===== config.mk =====
export PLATFORM = sky130hd
export DESIGN_NAME = sorted_list_insert_delete_core
export DESIGN_NICKNAME = d
export VERILOG_FILES = /design/src/sv/slid_pkg.sv /design/src/sv/slid_cell.sv /design/src/sv/sorted_list_insert_delete_core.sv
export SDC_FILE = /design/constraint.sdc
export NUM_CORES = 1
export LEC_CHECK = 0
export BUFFER_PORTS_ARGS = -buffer_cell sky130_fd_sc_hd__buf_4
export CORE_ASPECT_RATIO = 1.25
export CORE_UTILIZATION = 40
export CTS_BUF_LIST = sky130_fd_sc_hd__clkbuf_8 sky130_fd_sc_hd__clkbuf_16
export DETAILED_ROUTE_END_ITERATION = 10
export SYNTH_ARGS = -nofsm -noshare
export SYNTH_HDL_FRONTEND = slang
export SYNTH_HIERARCHICAL = 1
export SYNTH_SLANG_ARGS = --single-unit

===== constraint.sdc =====
create_clock -name clock -period 13.6 [get_ports clock]
set_clock_uncertainty 0.2 [all_clocks]
set_input_delay 2.04 -clock clock [delete_from_list [all_inputs] [get_ports clock]]
set_output_delay 2.04 -clock clock [all_outputs]
set_load 0.1 [all_outputs]

===== src/sv/slid_pkg.sv =====
// ----------------------------------------------------------------------------
// slid_pkg: shared types for the sorted list insert/delete core
// Action codes, fixed field widths and the per-cell control word.
// ----------------------------------------------------------------------------
`default_nettype none

package slid_pkg;

   localparam int DATA_W  = 32;
   localparam int POS_W   = 3;
   localparam int COUNT_W = 4;

   typedef enum logic [1:0] {
      ACT_INSERT = 2'd0,
      ACT_DELETE = 2'd1,
      ACT_CLEAR  = 2'd2,
      ACT_READ   = 2'd3
   } slid_action_type;

   // broadcast to every cell in the row
   typedef struct packed {
      logic                     insert_en;
      logic                     delete_en;
      logic signed [DATA_W-1:0] value;
      logic [POS_W-1:0]         position;
   } slid_ctrl_type;

endpackage

`default_nettype wire


===== src/sv/slid_cell.sv =====
// ----------------------------------------------------------------------------
// slid_cell: one slot of the sorted row
// Holds one entry; keeps it, takes the left neighbor's entry, takes the new
// value, or takes the right neighbor's entry, all decided locally.
// ----------------------------------------------------------------------------
`default_nettype none

module slid_cell #(
   parameter int INDEX = 0,
   parameter int CNT_W = 4
) (
   input  wire                                   clock,
   input  wire slid_pkg::slid_ctrl_type          ctrl,
   input  wire [CNT_W-1:0]                       count,
   input  wire signed [slid_pkg::DATA_W-1:0]     left_entry,
   input  wire                                   left_gt,
   input  wire signed [slid_pkg::DATA_W-1:0]     right_entry,
   output logic signed [slid_pkg::DATA_W-1:0]    entry,
   output logic                                  gt
);

   localparam logic [CNT_W-1:0] IDX      = CNT_W'(INDEX);
   localparam logic [CNT_W-1:0] IDX_NEXT = CNT_W'(INDEX + 1);

   logic signed [slid_pkg::DATA_W-1:0] entry_ff;
   logic signed [slid_pkg::DATA_W-1:0] entry_in;
   logic                               occupied;
   logic [CNT_W-1:0]                   pos_ext;

   assign occupied = (IDX < count);
   assign pos_ext  = CNT_W'(ctrl.position);
   assign gt       = occupied && (entry_ff > ctrl.value);
   assign entry    = entry_ff;

   always_comb begin
      entry_in = entry_ff;
      if (ctrl.insert_en) begin
         if (occupied && !gt) begin
            entry_in = entry_ff;
         end else if (left_gt) begin
            entry_in = left_entry;
         end else if (IDX <= count) begin
            entry_in = ctrl.value;
         end
      end else if (ctrl.delete_en) begin
         // close the gap from the deleted slot up to the last valid entry
         if ((IDX >= pos_ext) && (IDX_NEXT < count)) begin
            entry_in = right_entry;
         end
      end
   end

   always_ff @(posedge clock) begin
      entry_ff <= entry_in;
   end

endmodule

`default_nettype wire


===== src/sv/sorted_list_insert_delete_core.sv =====
// ----------------------------------------------------------------------------
// sorted_list_insert_delete_core: ascending list of signed words
// Insert, delete, clear and read over a row of cells that shift in place.
// ----------------------------------------------------------------------------
// Each accepted word gives its single result strobe in the next cycle.
// Throughput: one word per cycle; busy stays low, every cell updates in the
// same cycle, set by the compare in each cell and the read select over the row.
// The receiver cannot stall; results appear for one cycle on rsp_valid.
// Reset clears the entry count and the result strobe; cell contents keep
// their bits and are only read below the count.
`default_nettype none

module sorted_list_insert_delete_core #(
   parameter int CAPACITY = 8
) (
   input  wire                                 clock,
   input  wire                                 reset,
   input  wire                                 start,
   output logic                                busy,
   input  wire [1:0]                           req_action,
   input  wire signed [slid_pkg::DATA_W-1:0]   req_value,
   input  wire [slid_pkg::POS_W-1:0]           req_position,
   output logic                                rsp_valid,
   output logic                                rsp_ok,
   output logic [slid_pkg::COUNT_W-1:0]        rsp_count,
   output logic signed [slid_pkg::DATA_W-1:0]  rsp_read_value
);

   localparam int CW_RAW = $clog2(CAPACITY + 1);
   localparam int CNT_W  = (CW_RAW > slid_pkg::COUNT_W) ? CW_RAW : slid_pkg::COUNT_W;
   localparam logic [CNT_W-1:0] CAP_C = CNT_W'(CAPACITY);

   logic [CNT_W-1:0]                   count_ff;
   logic [CNT_W-1:0]                   count_in;
   logic                               rsp_valid_ff;
   logic                               rsp_ok_ff;
   logic [slid_pkg::COUNT_W-1:0]       rsp_count_ff;
   logic signed [slid_pkg::DATA_W-1:0] rsp_read_value_ff;

   logic                               accept;
   logic [CNT_W-1:0]                   pos_ext;
   logic                               pos_hit;
   logic                               full;
   logic                               ok_now;
   logic signed [slid_pkg::DATA_W-1:0] read_now;
   logic signed [slid_pkg::DATA_W-1:0] sel_entry;
   slid_pkg::slid_ctrl_type            ctrl;
   slid_pkg::slid_action_type          action;

   logic signed [slid_pkg::DATA_W-1:0] entries [CAPACITY];
   logic                               gts     [CAPACITY];

   assign busy    = 1'b0;
   assign accept  = start && !busy;
   assign action  = slid_pkg::slid_action_type'(req_action);
   assign pos_ext = CNT_W'(req_position);
   assign pos_hit = (pos_ext < count_ff);
   assign full    = (count_ff >= CAP_C);

   assign ctrl.insert_en = accept && (action == slid_pkg::ACT_INSERT) && !full;
   assign ctrl.delete_en = accept && (action == slid_pkg::ACT_DELETE) && pos_hit;
   assign ctrl.value     = req_value;
   assign ctrl.position  = req_position;

   genvar g;
   generate
      for (g = 0; g < CAPACITY; g++) begin : g_cell
         logic signed [slid_pkg::DATA_W-1:0] left_e;
         logic                               left_g;
         logic signed [slid_pkg::DATA_W-1:0] right_e;
         if (g == 0) begin : g_first
            assign left_e = '0;
            assign left_g = 1'b0;
         end else begin : g_mid
            assign left_e = entries[g-1];
            assign left_g = gts[g-1];
         end
         if (g == CAPACITY - 1) begin : g_last
            assign right_e = '0;
         end else begin : g_inner
            assign right_e = entries[g+1];
         end
         slid_cell #(
            .INDEX (g),
            .CNT_W (CNT_W)
         ) u_cell (
            .clock       (clock),
            .ctrl        (ctrl),
            .count       (count_ff),
            .left_entry  (left_e),
            .left_gt     (left_g),
            .right_entry (right_e),
            .entry       (entries[g]),
            .gt          (gts[g])
         );
      end
   endgenerate

   // select the addressed cell
   always_comb begin
      sel_entry = '0;
      for (int i = 0; i < CAPACITY; i++) begin
         if (pos_ext == CNT_W'(i)) begin
            sel_entry = entries[i];
         end
      end
   end

   always_comb begin
      count_in = count_ff;
      ok_now   = 1'b0;
      read_now = '0;
      case (action)
         slid_pkg::ACT_INSERT: begin
            ok_now = !full;
            if (!full) count_in = count_ff + CNT_W'(1);
         end
         slid_pkg::ACT_DELETE: begin
            ok_now = pos_hit;
            if (pos_hit) count_in = count_ff - CNT_W'(1);
         end
         slid_pkg::ACT_CLEAR: begin
            ok_now   = 1'b1;
            count_in = '0;
         end
         slid_pkg::ACT_READ: begin
            ok_now = pos_hit;
            if (pos_hit) read_now = sel_entry;
         end
         default: begin
            ok_now = 1'b0;
         end
      endcase
   end

   always_ff @(posedge clock) begin
      if (reset) begin
         count_ff     <= '0;
         rsp_valid_ff <= 1'b0;
      end else begin
         rsp_valid_ff <= accept;
         if (accept) count_ff <= count_in;
      end
   end

   always_ff @(posedge clock) begin
      if (accept) begin
         rsp_ok_ff         <= ok_now;
         rsp_count_ff      <= count_in[slid_pkg::COUNT_W-1:0];
         rsp_read_value_ff <= read_now;
      end
   end

   assign rsp_valid      = rsp_valid_ff;
   assign rsp_ok         = rsp_ok_ff;
   assign rsp_count      = rsp_count_ff;
   assign rsp_read_value = rsp_read_value_ff;

`ifndef NO_ASSERTIONS
   a_one_result: assert property (@(posedge clock) disable iff (reset)
      rsp_valid == $past(accept))
      else $error("result strobe does not follow accepted word");

   a_count_bound: assert property (@(posedge clock) disable iff (reset)
      count_ff <= CAP_C)
      else $error("entry count above capacity");

   a_clear: assert property (@(posedge clock) disable iff (reset)
      accept && (req_action == slid_pkg::ACT_CLEAR) |=> rsp_ok && (count_ff == '0))
      else $error("clear did not empty the list");

   a_fail_hold: assert property (@(posedge clock) disable iff (reset)
      rsp_valid && !rsp_ok |-> count_ff == $past(count_ff))
      else $error("failed word changed the count");

   a_read_zero: assert property (@(posedge clock) disable iff (reset)
      rsp_valid && (rsp_read_value != '0) |-> rsp_ok)
      else $error("read value on a failed word");
`endif

endmodule

`default_nettype wire

==> run summary <==
Status: completed
Detail Route Antenna Nets: 0
DIE AREA: 0.0613 mm^2
Worst min path class: register to register
Largest net degree at the start of global routing: 247
Detailed placement HPWL: 59.4 mm
Final Net Count: 2961
Worst R2R Setup Slack: 8260 ps
Sw Ratio: 32.2%
Leading cell type in the layout, fill and taps excluded: a21oi_1
Critical path launch point type: input pin
Worst Reg-to-Reg Cells: 10
Final period utilization: 48.6%
Most frequent cells in the layout: a21oi_1, mux2i_1, edfxtp_1
Critical path class: input pin to register
Final cell utilization of the core: 44.9%
Worst r2r src: g_cell[3].u_cell/entry[31]
Clock network fraction of total power: 36.8%
Wirelength per Cell: 25.3 um
Reg power frac: 41.2%
Max-Cap Viols: 0
Leakage: 11.2 nW
P_int: 1.80 mW
Combinational share of power: 22.0%
Highest Clock Rate: 151 MHz
Tmin final: 6610 ps
Cells after synthesis: 2590
Min-delay src: g_cell[7].u_cell/entry[1]
Clock transition at path regs: 60 ps
Pwr/cell area: 99.1 mW/mm^2
Chip height: 277 um
Max_slew headroom: 27.3%
CTS tree: yes
Post_cts resized: 0
Synth warn: 6
Required @ worst endpoint: 13620 ps
TritonCTS Buffers: 38
Core Footprint: 0.0596 mm^2
Worst hold path depth: 1
Synth Cell Area: 0.0241 mm^2
Gr usage total: 27.9%
Min-Delay Endpoint: rsp_read_value[1]
CTS H-tree depth: 2
Gp weighted congestion: 0.925
Endpoint class of the critical path: register
Setup TNS: 0 ps
First-pass GRT wire length: 128 mm
Final Hold Vio Count: 0
RR Endpoint: g_cell[4].u_cell/entry[19]
Clock Latency Late Sink: 580 ps
IO Pins: 79
# rows: 100
Via density: 5.96
Max VDD drop: 0.0000713 V
Clock Tree Buf Depth: 3
Clk sink count: 298
Via count: 20600
Die W: 222 um
# hold bufs at CTS: 0
RSZ-0062 raised after global routing: no
Clock Tree Root: clkbuf_16
Crit path DAT: 6630 ps
Congestion Overflow GR: 0
Post-route DRC: 0
Max Slew Vio Count: 0
DRT Pass-1 Iters: 5
Final setup viols: 0
Mean Syn Cell Area: 9.31 um^2
Final WL: 87.5 mm
Layout cells sized above 1: 9.85%
DR iter-0 viols: 1964
Synth-to-layout area growth: 11.0%
Initial core utilization: 40.5%
Min Hold Slack: 435 ps
Vias in the first global route: 19900
Input/output buffers: 77
Initial antenna violation count: 3
CP max FO: 34
Worst slew pin tran: 1090 ps
Sw Pwr: 854 uW
Post-CTS setup buffer count: 0
==> metrics by stage <==
stage          cell area [um^2]  instances  worst slack (ps)  power, mW
6_report                  26800       3455              6990       2.65
5_1_grt                   26800       3455              6960       2.75
4_1_cts                   26800       3454              7270       2.66
3_5_place_dp              25600       3386              6660       1.69
3_3_place_gp              25600       3386              6730       1.67
2_1_floorplan             24400       2655              6400       1.49
==> power by group through the flow <==
stage               Combinational [mW]  Clock (mW)  Sequential (mW)
floorplan                        0.343           0             1.15
global placement                 0.562           0             1.11
detailed placement               0.575           0             1.11
CTS                              0.577       0.997             1.09
global route                     0.629        1.02             1.09
finish                           0.584       0.976             1.09
==> how the worst max path moves through the flow <==
stage | start | end | slack, ps | cells after the start
finish | req_value[31] | g_cell[4].u_cell/entry[19] | 6990 | 12
global route | req_value[31] | g_cell[4].u_cell/entry[19] | 6960 | 12
CTS | req_value[31] | g_cell[4].u_cell/entry[19] | 7270 | 12
detailed placement | req_value[31] | g_cell[4].u_cell/entry[18] | 6660 | 12
global placement | req_value[31] | g_cell[4].u_cell/entry[19] | 6730 | 12
floorplan | start | g_cell[1].u_cell/entry[0] | 6400 | 6
==> worst max-delay path: stages <==
cell and delay (ps):
buf_4 200, inv_1 70, ha_1 450, nand4_1 280, nor4_1 860, o31a_1 280
o211ai_1 160, nand2_2 90, buf_4 680, o311ai_2 250, o21ai_4 670, buf_4 530
==> cell type report <==
cell class	instances	area [um^2]
clock buffer	41	1000
multi-input combinational	1943	13900
fill	5724	32800
antenna	1	2.50
timing repair buffer	106	808
tap	765	957
sequential	298	8900
clock inverter	27	151
inverter	274	1030
==> registers in the layout (all words and copies together), names as in the netlist <==
name and flops:
g_cell.u_cell/entry 256, count_ff 4, rsp_count 4, rsp_ok 1, rsp_valid 1, rsp_read_value 32
==> metal layers <==
| layer | GRT usage, % | up-vias | share of wire (%) | wire (um) |
|---|---|---|---|---|
| met1 | 33.2 | 9978 | 38 | 33600 |
| met5 | 0 | - | 0 | 0 |
| met4 | 16.6 | 0 | 6.3 | 5500 |
| met2 | 48.2 | 823 | 49 | 42900 |
| li1 | - | 9580 | - | - |
| met3 | 3.52 | 204 | 6.3 | 5490 |
Note: power is estimated with default switching activity, not from simulation.
